### src/hdl/lhsb_pkg.sv
// Shared types, codes and constants for the light hysteresis stepper blind controller.
package lhsb_pkg;

    localparam int unsigned LEVEL_W = 10;
    localparam int unsigned STEPS_W = 16;
    localparam int unsigned PHASE_W = 3;
    localparam int unsigned COIL_W  = 4;
    localparam int unsigned CODE_W  = 4;
    localparam int unsigned ADDR_W  = 4;
    localparam int unsigned DATA_W  = 32;

    localparam logic [LEVEL_W-1:0] OPEN_THRESHOLD_RST  = 10'd600;
    localparam logic [LEVEL_W-1:0] CLOSE_THRESHOLD_RST = 10'd400;
    localparam logic [STEPS_W-1:0] STEP_COUNT_RST      = 16'd3000;

    localparam logic [1:0] OP_TICK    = 2'd0;
    localparam logic [1:0] OP_LIGHT   = 2'd1;
    localparam logic [1:0] OP_COMMAND = 2'd2;

    localparam logic [7:0] CMD_LIGHT  = 8'h6C;
    localparam logic [7:0] CMD_MANUAL = 8'h6D;
    localparam logic [7:0] CMD_OPEN   = 8'h6F;
    localparam logic [7:0] CMD_CLOSE  = 8'h63;

    localparam logic [1:0] REG_OPEN_THRESHOLD  = 2'd0;
    localparam logic [1:0] REG_CLOSE_THRESHOLD = 2'd1;
    localparam logic [1:0] REG_STEP_COUNT      = 2'd2;

    typedef enum logic [CODE_W-1:0] {
        ST_NONE           = 4'd0,
        ST_LIGHT_MODE     = 4'd1,
        ST_MANUAL         = 4'd2,
        ST_CMD_OPEN       = 4'd3,
        ST_ALREADY_OPEN   = 4'd4,
        ST_CMD_CLOSE      = 4'd5,
        ST_ALREADY_CLOSED = 4'd6,
        ST_UNKNOWN        = 4'd7,
        ST_LIGHT_OPEN     = 4'd8,
        ST_LIGHT_CLOSE    = 4'd9,
        ST_DONE           = 4'd10,
        ST_BUSY           = 4'd11
    } t_status;

    typedef struct packed {
        logic [1:0]         opcode;
        logic [LEVEL_W-1:0] light_level;
        logic [7:0]         command_byte;
    } t_in_item;

    typedef struct packed {
        logic [COIL_W-1:0] coil_pattern;
        logic [CODE_W-1:0] status_code;
        logic              is_open;
        logic              sensor_mode;
        logic              in_motion;
    } t_out_item;

    typedef struct packed {
        logic [LEVEL_W-1:0] open_threshold;
        logic [LEVEL_W-1:0] close_threshold;
        logic [STEPS_W-1:0] step_count;
    } t_cfg;

    function automatic logic [COIL_W-1:0] coil_of(input logic [PHASE_W-1:0] phase);
        logic [COIL_W-1:0] coil;
        unique case (phase)
            3'd0: coil = 4'h8;
            3'd1: coil = 4'hC;
            3'd2: coil = 4'h4;
            3'd3: coil = 4'h6;
            3'd4: coil = 4'h2;
            3'd5: coil = 4'h3;
            3'd6: coil = 4'h1;
            default: coil = 4'h9;
        endcase
        return coil;
    endfunction

endpackage

### src/hdl/lhsb_core.sv
// Blind controller state and the update that produces one result per request.
module lhsb_core
    import lhsb_pkg::*;
(
    input  logic      i_clk,
    input  logic      i_rst_n,
    input  logic      i_en,
    input  t_in_item  i_item,
    input  t_cfg      i_cfg,
    output t_out_item o_result
);

    logic               r_pos_open, n_pos_open;
    logic               r_light_mode, n_light_mode;
    logic               r_moving, n_moving;
    logic               r_dir, n_dir;
    logic [STEPS_W-1:0] r_steps_left, n_steps_left;
    logic [PHASE_W-1:0] r_phase, n_phase;
    logic [COIL_W-1:0]  r_coil, n_coil;
    t_status            n_status;
    t_out_item          r_result;

    logic               start;
    logic               start_open;
    logic [STEPS_W-1:0] steps_dec;

    assign steps_dec = r_steps_left - 1'b1;

    always_comb begin
        n_pos_open   = r_pos_open;
        n_light_mode = r_light_mode;
        n_moving     = r_moving;
        n_dir        = r_dir;
        n_steps_left = r_steps_left;
        n_phase      = r_phase;
        n_coil       = r_coil;
        n_status     = ST_NONE;
        start        = 1'b0;
        start_open   = 1'b0;

        unique case (i_item.opcode)
            OP_TICK: begin
                if (r_moving) begin
                    n_phase      = r_dir ? r_phase + 1'b1 : r_phase - 1'b1;
                    n_coil       = coil_of(n_phase);
                    n_steps_left = steps_dec;
                    if (steps_dec == '0) begin
                        n_moving   = 1'b0;
                        n_pos_open = r_dir;
                        n_status   = ST_DONE;
                    end
                end
            end
            OP_LIGHT: begin
                if (!r_moving && r_light_mode) begin
                    priority if (i_item.light_level > i_cfg.open_threshold && !r_pos_open) begin
                        start      = 1'b1;
                        start_open = 1'b1;
                        n_status   = ST_LIGHT_OPEN;
                    end else if (i_item.light_level < i_cfg.close_threshold
                                 && r_pos_open) begin
                        start    = 1'b1;
                        n_status = ST_LIGHT_CLOSE;
                    end else begin
                        n_status = ST_NONE;
                    end
                end
            end
            OP_COMMAND: begin
                priority if (r_moving) begin
                    n_status = ST_BUSY;
                end else if (i_item.command_byte == CMD_LIGHT) begin
                    n_light_mode = 1'b1;
                    n_status     = ST_LIGHT_MODE;
                end else if (i_item.command_byte == CMD_MANUAL) begin
                    n_light_mode = 1'b0;
                    n_status     = ST_MANUAL;
                end else if (i_item.command_byte == CMD_OPEN) begin
                    if (!r_pos_open) begin
                        start      = 1'b1;
                        start_open = 1'b1;
                        n_status   = ST_CMD_OPEN;
                    end else begin
                        n_status = ST_ALREADY_OPEN;
                    end
                end else if (i_item.command_byte == CMD_CLOSE) begin
                    if (r_pos_open) begin
                        start    = 1'b1;
                        n_status = ST_CMD_CLOSE;
                    end else begin
                        n_status = ST_ALREADY_CLOSED;
                    end
                end else begin
                    n_status = ST_UNKNOWN;
                end
            end
            default: begin
                n_status = ST_NONE;
            end
        endcase

        // A zero travel length completes the travel at once.
        if (start) begin
            if (i_cfg.step_count == '0) begin
                n_pos_open   = start_open;
                n_moving     = 1'b0;
                n_steps_left = '0;
            end else begin
                n_dir        = start_open;
                n_steps_left = i_cfg.step_count;
                n_moving     = 1'b1;
            end
        end
    end

    always_ff @(posedge i_clk) begin
        if (!i_rst_n) begin
            r_pos_open   <= 1'b0;
            r_light_mode <= 1'b1;
            r_moving     <= 1'b0;
            r_dir        <= 1'b0;
            r_steps_left <= '0;
            r_phase      <= '0;
            r_coil       <= '0;
        end else if (i_en) begin
            r_pos_open   <= n_pos_open;
            r_light_mode <= n_light_mode;
            r_moving     <= n_moving;
            r_dir        <= n_dir;
            r_steps_left <= n_steps_left;
            r_phase      <= n_phase;
            r_coil       <= n_coil;
        end
    end

    always_ff @(posedge i_clk) begin
        if (i_en) begin
            r_result.coil_pattern <= n_coil;
            r_result.status_code  <= n_status;
            r_result.is_open      <= n_pos_open;
            r_result.sensor_mode  <= n_light_mode;
            r_result.in_motion    <= n_moving;
        end
    end

    assign o_result = r_result;

endmodule

### src/hdl/light_hysteresis_stepper_blind.sv
// Top level of the light hysteresis stepper blind controller: handshakes, registers, pipeline.
//
//   Channel   Direction  Handshake               Payload
//   in        sink       i_in_valid / o_in_stall  i_in_item  (t_in_item)
//   out       source     o_out_valid / i_out_stall o_out_item (t_out_item)
//   config    sink       APB psel/penable/pready  paddr, pwdata, prdata
//
// An accepted request is held in the input register and feeds the state update, which
// loads the result register when the output is free to take it.
// A new request is accepted every cycle while results are taken.
// Reset is synchronous and active low; it restores the registers and the blind state.
// A stall on the output holds the result and backs up into the input register.
module light_hysteresis_stepper_blind
    import lhsb_pkg::*;
(
    input  logic              i_clk,
    input  logic              i_rst_n,
    input  logic              i_in_valid,
    output logic              o_in_stall,
    input  t_in_item          i_in_item,
    output logic              o_out_valid,
    input  logic              i_out_stall,
    output t_out_item         o_out_item,
    input  logic              psel,
    input  logic              penable,
    input  logic              pwrite,
    input  logic [ADDR_W-1:0] paddr,
    input  logic [DATA_W-1:0] pwdata,
    output logic [DATA_W-1:0] prdata,
    output logic              pready
);

    t_cfg      r_cfg;
    logic      r_in_valid;
    t_in_item  r_in_item;
    logic      r_out_valid;
    logic      out_free;
    logic      advance;
    logic      in_accept;
    logic      cfg_write;
    logic [1:0] reg_index;

    assign pready    = 1'b1;
    assign reg_index = paddr[3:2];
    assign cfg_write = psel && penable && pwrite && pready;

    always_ff @(posedge i_clk) begin
        if (!i_rst_n) begin
            r_cfg.open_threshold  <= OPEN_THRESHOLD_RST;
            r_cfg.close_threshold <= CLOSE_THRESHOLD_RST;
            r_cfg.step_count      <= STEP_COUNT_RST;
        end else if (cfg_write) begin
            if (reg_index == REG_OPEN_THRESHOLD) begin
                r_cfg.open_threshold <= pwdata[LEVEL_W-1:0];
            end
            if (reg_index == REG_CLOSE_THRESHOLD) begin
                r_cfg.close_threshold <= pwdata[LEVEL_W-1:0];
            end
            if (reg_index == REG_STEP_COUNT) begin
                r_cfg.step_count <= pwdata[STEPS_W-1:0];
            end
        end
    end

    always_comb begin
        prdata = '0;
        if (reg_index == REG_OPEN_THRESHOLD) begin
            prdata = {{(DATA_W-LEVEL_W){1'b0}}, r_cfg.open_threshold};
        end else if (reg_index == REG_CLOSE_THRESHOLD) begin
            prdata = {{(DATA_W-LEVEL_W){1'b0}}, r_cfg.close_threshold};
        end else if (reg_index == REG_STEP_COUNT) begin
            prdata = {{(DATA_W-STEPS_W){1'b0}}, r_cfg.step_count};
        end
    end

    assign out_free   = !r_out_valid || !i_out_stall;
    assign advance    = r_in_valid && out_free;
    assign o_in_stall = r_in_valid && !out_free;
    assign in_accept  = i_in_valid && !o_in_stall;

    always_ff @(posedge i_clk) begin
        if (!i_rst_n) begin
            r_in_valid  <= 1'b0;
            r_out_valid <= 1'b0;
        end else begin
            if (in_accept) begin
                r_in_valid <= 1'b1;
            end else if (advance) begin
                r_in_valid <= 1'b0;
            end
            if (advance) begin
                r_out_valid <= 1'b1;
            end else if (out_free) begin
                r_out_valid <= 1'b0;
            end
        end
    end

    always_ff @(posedge i_clk) begin
        if (in_accept) begin
            r_in_item <= i_in_item;
        end
    end

    lhsb_core u_core (
        .i_clk    (i_clk),
        .i_rst_n  (i_rst_n),
        .i_en     (advance),
        .i_item   (r_in_item),
        .i_cfg    (r_cfg),
        .o_result (o_out_item)
    );

    assign o_out_valid = r_out_valid;

endmodule

### config.mk
export PLATFORM = sky130hd
export DESIGN_NAME = light_hysteresis_stepper_blind
export DESIGN_NICKNAME = d
export VERILOG_FILES = /design/src/hdl/lhsb_pkg.sv /design/src/hdl/lhsb_core.sv /design/src/hdl/light_hysteresis_stepper_blind.sv
export SDC_FILE = /design/constraint.sdc
export NUM_CORES = 1
export LEC_CHECK = 0
export ABC_AREA = 0
export BUFFER_PORTS_ARGS = -buffer_cell sky130_fd_sc_hd__buf_2
export CAP_MARGIN = 20
export CORE_MARGIN = 1
export CORE_UTILIZATION = 57
export CTS_CLUSTER_DIAMETER = 50
export DETAILED_ROUTE_END_ITERATION = 7
export GPL_ROUTABILITY_DRIVEN = 0
export GPL_TIMING_DRIVEN = 0
export PLACE_DENSITY = 0.85
export RECOVER_POWER = 50
export SYNTH_ARGS = -nofsm -noshare
export SYNTH_HDL_FRONTEND = slang
export SYNTH_SLANG_ARGS = --single-unit
### constraint.sdc
create_clock -name i_clk -period 6.1 [get_ports i_clk]
set_clock_uncertainty 0.15 [all_clocks]
set_input_delay 0.305 -clock i_clk [delete_from_list [all_inputs] [get_ports i_clk]]
set_output_delay 0.305 -clock i_clk [all_outputs]
set_load 0.005 [all_outputs]
Word level (Yosys, flattened, before mapping)
Cells that the tools add are included.
{"block": "totals", "regBits": 96, "latchBits": 0, "mem_bits_rw": 0, "mem_bits_ro": 0, "in_bits": 63, "output_inout_bits": 46, "elab_cells": 130, "mem_count": 0}
{"block": "classes", "n_addsub": 3, "mul": 0, "div": 0, "order_cmp": 2, "n_eq_ne": 14, "shifts": 0, "muxes": 60, "n_bitwise": 1, "reduce_logical": 30}
{"cell": "16-bit 2-to-1 mux", "n": 7}
{"cell": "4-bit 2-to-1 mux", "n": 11}
{"cell": "1-bit 2-to-1 mux", "n": 34}
{"cell": "8-bit by 7-bit == test with 1-bit output, second input constant", "n": 4}
{"cell": "16-bit zero test", "n": 2}
{"cell": "4-bit case mux with 7 select lines", "n": 1}
{"cell": "16-bit by 1-bit subtractor with 16-bit output, second input constant", "n": 1}
{"cell": "4-bit case mux with 3 select lines", "n": 1}
{"cell": "10-bit greater-than comparator", "n": 1}
{"cell": "10-bit < comparator", "n": 1}
{"cell": "3-bit == test, second input constant", "n": 3}
{"cell": "3-bit AND reduction", "n": 3}
{"cell": "1-bit logical AND", "n": 8}
{"cell": "2-bit nonzero test", "n": 4}
{"cell": "3-bit by 2-bit == test with 1-bit output, second input constant", "n": 2}
{"cell": "1-bit zero test", "n": 6}
{"cell": "3-bit 2-to-1 mux", "n": 2}
{"cell": "2-bit AND reduction", "n": 3}
{"cell": "2-bit by 1-bit == test with 1-bit output, second input constant", "n": 2}
{"cell": "2-bit == test, second input constant", "n": 2}
{"cell": "2-bit zero test", "n": 2}
{"cell": "2-bit 2-to-1 mux", "n": 2}
{"cell": "1-bit case mux with 2 select lines", "n": 2}
{"cell": "3-bit by 1-bit adder with 3-bit output, second input constant", "n": 1}
{"cell": "other kinds (5)", "n": 5}

Logic depth before layout (Yosys ltp)
{"block": "depth", "word_depth": 9, "ltp_mapped": 11}

Hierarchy
A second synthesis with hierarchy kept.
{"block": "hier_totals", "hier_cells": 600, "area_unflattened_um2": 5521.5}
{"mod": "lhsb_core", "instances": 1, "cells_per_inst": 361, "area_per_inst_um2": 2999.1}
{"mod": "light_hysteresis_stepper_blind", "instances": 1, "cells_per_inst": 239, "area_per_inst_um2": 2522.4}

Worst setup path before layout
Ideal clock, no wire load.
{"block": "synth_timing", "path_type": "register to register", "startpoint": "reg r_in_item[15] in the netlist's numbering", "endpoint": "reg u_core.r_result, in the netlist u_core.o_result[0], data pin", "setup_ps": 256, "arrival_time_ps": 2110, "required_ps": 5694, "path_slack_ps": 3583, "stages_incl_launch_ff": 11, "path_buffers": 2, "period_less_slack_ps": 2517, "path_cell_list": "edfxtp_1 ha_1 a211oi_1 nor2_1 a2111oi_4 nor4_4 o31a_1 buf_2 buf_4 nand2_1 nand2_1"}
{"block": "synth_via", "elab_chain_cells": 7}
{"element": "start, declared", "line": "light_hysteresis_stepper_blind.sv:35", "text": "t_in_item r_in_item;"}
{"element": "start signal, assigned", "line": "light_hysteresis_stepper_blind.sv:101", "text": "r_in_item <= i_in_item;"}
{"element": "10-bit < comparator", "line": "lhsb_core.sv:60", "text": "end else if (i_item.light_level < i_cfg.close_threshold"}
{"element": "1-bit logical AND", "line": "lhsb_core.sv:61", "text": "&& r_pos_open) begin"}
{"element": "1-bit 2-to-1 mux", "line": "lhsb_core.sv:60"}
{"element": "1-bit 2-to-1 mux *", "line": "lhsb_core.sv:56", "text": "priority if (i_item.light_level > i_cfg.open_threshold && !r_pos_open) begin"}
{"element": "1-bit 2-to-1 mux *", "line": "lhsb_core.sv:55", "text": "if (!r_moving && r_light_mode) begin"}
{"element": "1-bit case mux with 2 select lines *", "line": "lhsb_core.sv:41", "text": "unique case (i_item.opcode)"}
{"element": "1-bit 2-to-1 mux *", "line": "lhsb_core.sv:103", "text": "if (start) begin"}
{"element": "named net u_core.n_moving", "line": "lhsb_core.sv:15", "text": "logic r_moving, n_moving;"}
{"element": "end, declared", "line": "lhsb_core.sv:21", "text": "t_out_item r_result;"}
The timed path passes the listed nets; every way through them passes the cells marked *.
A chain may end at the register's enable or synchronous reset.

Worst setup path after layout
{"block": "layout_timing", "startpoint": "reg r_cfg[34] in the netlist's numbering", "endpoint": "reg u_core.r_steps_left[0]"}
{"block": "layout_via", "elab_chain_cells": 7}
{"element": "start, declared", "line": "light_hysteresis_stepper_blind.sv:33", "text": "t_cfg r_cfg;"}
{"element": "10-bit greater-than comparator *", "line": "lhsb_core.sv:56"}
{"element": "1-bit logical AND *", "line": "lhsb_core.sv:56"}
{"element": "1-bit 2-to-1 mux *", "line": "lhsb_core.sv:56"}
{"element": "1-bit 2-to-1 mux *", "line": "lhsb_core.sv:55"}
{"element": "1-bit case mux with 2 select lines *", "line": "lhsb_core.sv:41"}
{"element": "2-bit nonzero test (no source line)"}
{"element": "3-bit AND reduction (no source line)"}
{"element": "end signal, assigned", "line": "lhsb_core.sv:130", "text": "r_steps_left <= n_steps_left;"}
{"element": "end, declared", "line": "lhsb_core.sv:17", "text": "logic [STEPS_W-1:0] r_steps_left, n_steps_left;"}
Every way passes the cells marked *; elsewhere a longest branch is shown, timed or not.

==> report_table.html <==
<table>
<tr><th>Metric</th><th>Value</th></tr>
<tr><th colspan="2">Hold path</th></tr>
<tr><td>Critical hold path startpoint</td><td>i_in_valid</td></tr>
<tr><td>Hold Crit Endpoint</td><td>r_in_valid</td></tr>
<tr><td>Worst hold path cell count</td><td>3</td></tr>
<tr><td>Class of the most critical hold timing path</td><td>input pin to register</td></tr>
<tr><th colspan="2">Setup path</th></tr>
<tr><td>Type of the worst setup path</td><td>register to register</td></tr>
<tr><td>Sort of element at the start of the critical path</td><td>register</td></tr>
<tr><td>Stage delay of the slowest cell on the critical path</td><td>0.51 ns</td></tr>
<tr><td>Worst reg-to-reg setup slack</td><td>3.21 ns</td></tr>
<tr><td>Logic depth of the worst register-to-register path</td><td>10</td></tr>
<tr><td>Worst-path cell with the longest stage delay</td><td>nor3_1</td></tr>
<tr><td>Reg-to-reg critical path startpoint</td><td>r_cfg[34]</td></tr>
<tr><td>Arrival time reported for the critical path endpoint</td><td>2.98 ns</td></tr>
<tr><td>Required time of the critical path</td><td>6.19 ns</td></tr>
<tr><td>Endpoint of the worst-slack reg-to-reg timing path</td><td>u_core.r_steps_left[0]</td></tr>
<tr><td>Cell breakdown of the critical path</td><td>inv_1 &gt; ha_1 &gt; nand4_1 &gt; nor3_1 &gt; nor4_4 &gt; o31a_1 &gt; buf_2 &gt; buf_4 &gt; a22oi_1 &gt; o32ai_1</td></tr>
<tr><td>Max FO, Critical Path</td><td>10</td></tr>
<tr><td>Kind of capture point of the worst setup path</td><td>register</td></tr>
<tr><th colspan="2">Power</th></tr>
<tr><td>Worst vdd ir</td><td>167 uV</td></tr>
<tr><td>Switching power share of the total</td><td>25.4%</td></tr>
<tr><td>Net switching component of the power</td><td>0.351 mW</td></tr>
<tr><td>Power Dens Cells</td><td>219 nW/um^2</td></tr>
<tr><td>Tot Pwr</td><td>1.38 mW</td></tr>
<tr><td>Power share of the combinational group</td><td>13.4%</td></tr>
<tr><td>Seq pwr share</td><td>50.2%</td></tr>
<tr><td>P_leak</td><td>2.56 nW</td></tr>
<tr><td>Clock power share</td><td>36.5%</td></tr>
<tr><td>Internal power</td><td>1.03 mW</td></tr>
<tr><th colspan="2">Routing</th></tr>
<tr><td>First-pass iteration count of the detailed router</td><td>5</td></tr>
<tr><td>Total detailed-routing wirelength</td><td>13.8 mm</td></tr>
<tr><td>Via total after detailed routing</td><td>4,928</td></tr>
<tr><td>Number of nets with antenna violations after routing</td><td>0</td></tr>
<tr><td>Via density</td><td>5.87</td></tr>
<tr><td>Number of DRC violations after detailed routing</td><td>0</td></tr>
<tr><td>Average wire length per cell after detail routing</td><td>16.4 um</td></tr>
<tr><td>Iter 0 DRT Violations</td><td>466</td></tr>
<tr><th colspan="2">Logic synthesis</th></tr>
<tr><td>Share of the synthesized area in the top cell type</td><td>24.3%</td></tr>
<tr><td>Synth warnings</td><td>0</td></tr>
<tr><td>Post-Syn Instances</td><td>609</td></tr>
<tr><td>Register bit count reported by yosys</td><td>96</td></tr>
<tr><td>Post-synthesis instance area</td><td>5350 um^2</td></tr>
<tr><td>Library cells used by synthesis</td><td>67</td></tr>
<tr><td>Mux share of post-synthesis cell area</td><td>3.02%</td></tr>
<tr><td>Fraction of synthesis flops using an asynchronous set or reset pin</td><td>0%</td></tr>
<tr><td>Sequential area share after synthesis</td><td>41.8%</td></tr>
<tr><td>Main flop type after synthesis</td><td>dfxtp_1</td></tr>
<tr><td>Count of flip-flops with a built-in enable after synthesis</td><td>31</td></tr>
<tr><td>Synthesized-area fraction occupied by and/or/nand/nor cells</td><td>23.0%</td></tr>
<tr><td>Fraction of synthesized cell area in xor and xnor cells</td><td>1.15%</td></tr>
<tr><td>Syn avg cell area</td><td>8.78 um^2</td></tr>
<tr><td>Fraction of the mapped netlist area in adder cells</td><td>7.40%</td></tr>
<tr><td>Largest family of logic cells by synthesized area</td><td>simple AND/OR/NAND/NOR gates</td></tr>
<tr><td>Largest area contributor in the netlist</td><td>dfxtp_1</td></tr>
<tr><td>Area contributors post-synth</td><td>dfxtp_1 24%, edfxtp_1 17%, nand2_1 7.7%</td></tr>
<tr><td>Compound-gate portion of the synthesized area</td><td>15.8%</td></tr>
<tr><th colspan="2">Placement</th></tr>
<tr><td>DP HPWL</td><td>9.95 mm</td></tr>
<tr><td>IO Port Bufs</td><td>72</td></tr>
<tr><td>Cell Area, Placed</td><td>5900 um^2</td></tr>
<tr><th colspan="2">STA</th></tr>
<tr><td>Achievable Freq</td><td>346 MHz</td></tr>
<tr><td>RSZ-0062 raised after global routing</td><td>false</td></tr>
<tr><td>Time the worst path needs with I/O delays and setup</td><td>2.89 ns</td></tr>
<tr><td>Fin. Hold Viols</td><td>0</td></tr>
<tr><td>Transition time at the pin with the least slew margin</td><td>1.08 ns</td></tr>
<tr><td>Max-slew violation total from the final report</td><td>0</td></tr>
<tr><td>Tightest slew margin relative to the limit</td><td>28.0%</td></tr>
<tr><td>Final total negative setup slack</td><td>0 ns</td></tr>
<tr><td>Final Cycle Share</td><td>47.4%</td></tr>
<tr><td>Final Setup Violations</td><td>0</td></tr>
<tr><th colspan="2">Cells and area</th></tr>
<tr><td>Nets</td><td>821</td></tr>
<tr><td>Share of layout cells above drive strength 1</td><td>16.8%</td></tr>
<tr><td>N_diodes</td><td>0</td></tr>
<tr><td>Final design instance area without fill</td><td>6330 um^2</td></tr>
<tr><td>Final Util</td><td>71.2%</td></tr>
<tr><td>Relative area change from synthesis to final layout</td><td>18.4%</td></tr>
<tr><th colspan="2">Clocking</th></tr>
<tr><td>Number of gates resized after cts</td><td>0</td></tr>
<tr><td>Insertion delay to the later sink of the worst-skew pair</td><td>0.37 ns</td></tr>
<tr><td>CTS max path bufs</td><td>2</td></tr>
<tr><td>Clock slew seen by the registers of the worst setup and hold paths</td><td>0.10 ns</td></tr>
<tr><td>Number of buffers added by the clock tree synthesis step</td><td>9</td></tr>
<tr><td>H-tree depth</td><td>3</td></tr>
<tr><td>CTS tree</td><td>done</td></tr>
<tr><td>Clock sink count</td><td>96</td></tr>
<tr><td>Hold Buf Count CTS</td><td>20</td></tr>
<tr><td>Root Driver</td><td>clkbuf_8</td></tr>
<tr><td>Buffers inserted during post-CTS setup optimization</td><td>0</td></tr>
<tr><th colspan="2">GRT</th></tr>
<tr><td>Global-route wire length before repair</td><td>22.1 mm</td></tr>
<tr><td>Total track usage</td><td>28.8%</td></tr>
<tr><td>Number of antenna violations at the first check in global routing</td><td>0</td></tr>
<tr><td>Global-route congestion overflow total</td><td>0</td></tr>
<tr><td>Number of global-route vias before repair</td><td>4,641</td></tr>
<tr><td>Pin count of the biggest net entering global routing</td><td>21</td></tr>
<tr><th colspan="2">Die</th></tr>
<tr><td>Die outline width</td><td>98.8 um</td></tr>
<tr><td>Row count</td><td>34</td></tr>
<tr><td>Floorplan die area</td><td>9770 um^2</td></tr>
<tr><td>Die Y-Extent</td><td>98.8 um</td></tr>
<tr><td>Area of the core</td><td>8890 um^2</td></tr>
<tr><td>Starting utilization of the core area</td><td>60.1%</td></tr>
<tr><td>Num ports</td><td>109</td></tr>
<tr><th colspan="2">Outcome</th></tr>
<tr><td>Result of the run</td><td>completed</td></tr>
<tr><th colspan="2">Run</th></tr>
<tr><td>Number of maximum-capacitance violations</td><td>0</td></tr>
</table>
## power by group through the flow
stage | clock (mW) | sequential [mW] | combinational, mW
after floorplan | 0 | 0.705 | 0.118
after global routing | 0.532 | 0.696 | 0.202
after detailed placement | 0 | 0.709 | 0.171
final | 0.505 | 0.694 | 0.185
after global placement | 0 | 0.707 | 0.166
after CTS | 0.505 | 0.694 | 0.182
## sequential cells by signal (all words and copies together) (netlist names)
signal               flops
o_out_valid              1
r_cfg                   36
r_in_item               20
r_in_valid               1
u_core.o_result         11
u_core.r_coil            4
u_core.r_dir             1
u_core.r_light_mode      1
u_core.r_moving          1
u_core.r_phase           3
u_core.r_pos_open        1
u_core.r_steps_left     16
## worst max-delay path by stage
stage                             end  slack, ns     startpoint  cells past startpoint
2_1_floorplan      u_core.o_result[0]       3.58  r_in_item[15]                     10
3_3_place_gp       u_core.o_result[0]       3.33  r_in_item[16]                      9
3_5_place_dp       u_core.o_result[0]       3.26      r_cfg[34]                     10
4_1_cts        u_core.r_steps_left[0]       3.24      r_cfg[34]                     10
5_1_grt        u_core.r_steps_left[5]       3.03      r_cfg[34]                     11
6_report       u_core.r_steps_left[0]       3.21      r_cfg[34]                     10
## layout make-up
class,instances,area (um^2)
Multi-Input combinational cell,443,2760
Fill cell,661,2560
Sequential cell,96,2230
Timing Repair Buffer,92,547
Buffer,48,275
Inverter,37,139
Tap cell,108,135
Clock buffer,9,124
Clock inverter,7,118
## cells in the final DEF, fill, tap and decap left out, types with 26 or more instances in the layout
master | netlist | layout
inv_1 | 37 | 37
clkbuf_1 | 23 | 34
nand3_1 | 41 | 41
a21oi_1 | 54 | 54
buf_2 | 4 | 65
nor2_1 | 26 | 26
edfxtp_1 | 31 | 31
ha_1 | 30 | 30
dfxtp_1 | 65 | 65
nand2_1 | 109 | 109
## metal layers
metal | global-route usage, % | share of wire (%)
met1 | 33.9 | 39
met2 | 51.6 | 51
met3 | 4.61 | 8.2
met4 | 13.2 | 2.5
met5 | 0 | 0
## cell usage after synthesis, drive strengths merged (6+ instances only)
cell and count:
edfxtp 31, buf 25, nor4 8, a211oi 6, nand2 110, nor2 27
nor3 16, inv 37, ha 30, or3 6, nand4 7, mux2i 15
dfxtp 65, xnor2 6, and2 9, a31oi 9, o211ai 10, o21ai 22
nand3 41, a21oi 54, clkbuf 23
## critical path, delay by kind of cell, from the launching register on
kind	cells	cell delay, ns
AND/OR/NAND/NOR	3	0.86
adder cells (fa/ha/maj)	1	0.30
AO/OA/AOI/OAI	3	0.63
flip-flops	1	0.37
buffers and inverters	3	0.46
## kinds of logic (layout without fill, tap and decap cells)
kind of cell               Yosys count  in the layout
AOI/OAI and AO/OA                  128            128
muxes                               16             16
other                                2             17
adders and majority gates           31             31
xor gates and xnor gates             7              7
buffers and inverters               85            193
DFF                                 96             96
and+or+nand+nor                    244            244
## per-stage QoR
step           setup WS [ns]  std cells  hold WS, ns
6_report                3.21        840      0.00468
4_1_cts                 3.24        840      0.00772
5_1_grt                 3.03        840       0.0217
2_1_floorplan           3.58        624        0.254
3_5_place_dp            3.26        804        0.299
3_3_place_gp            3.33        804        0.293
Note: power is estimated with default switching activity, not from simulation.
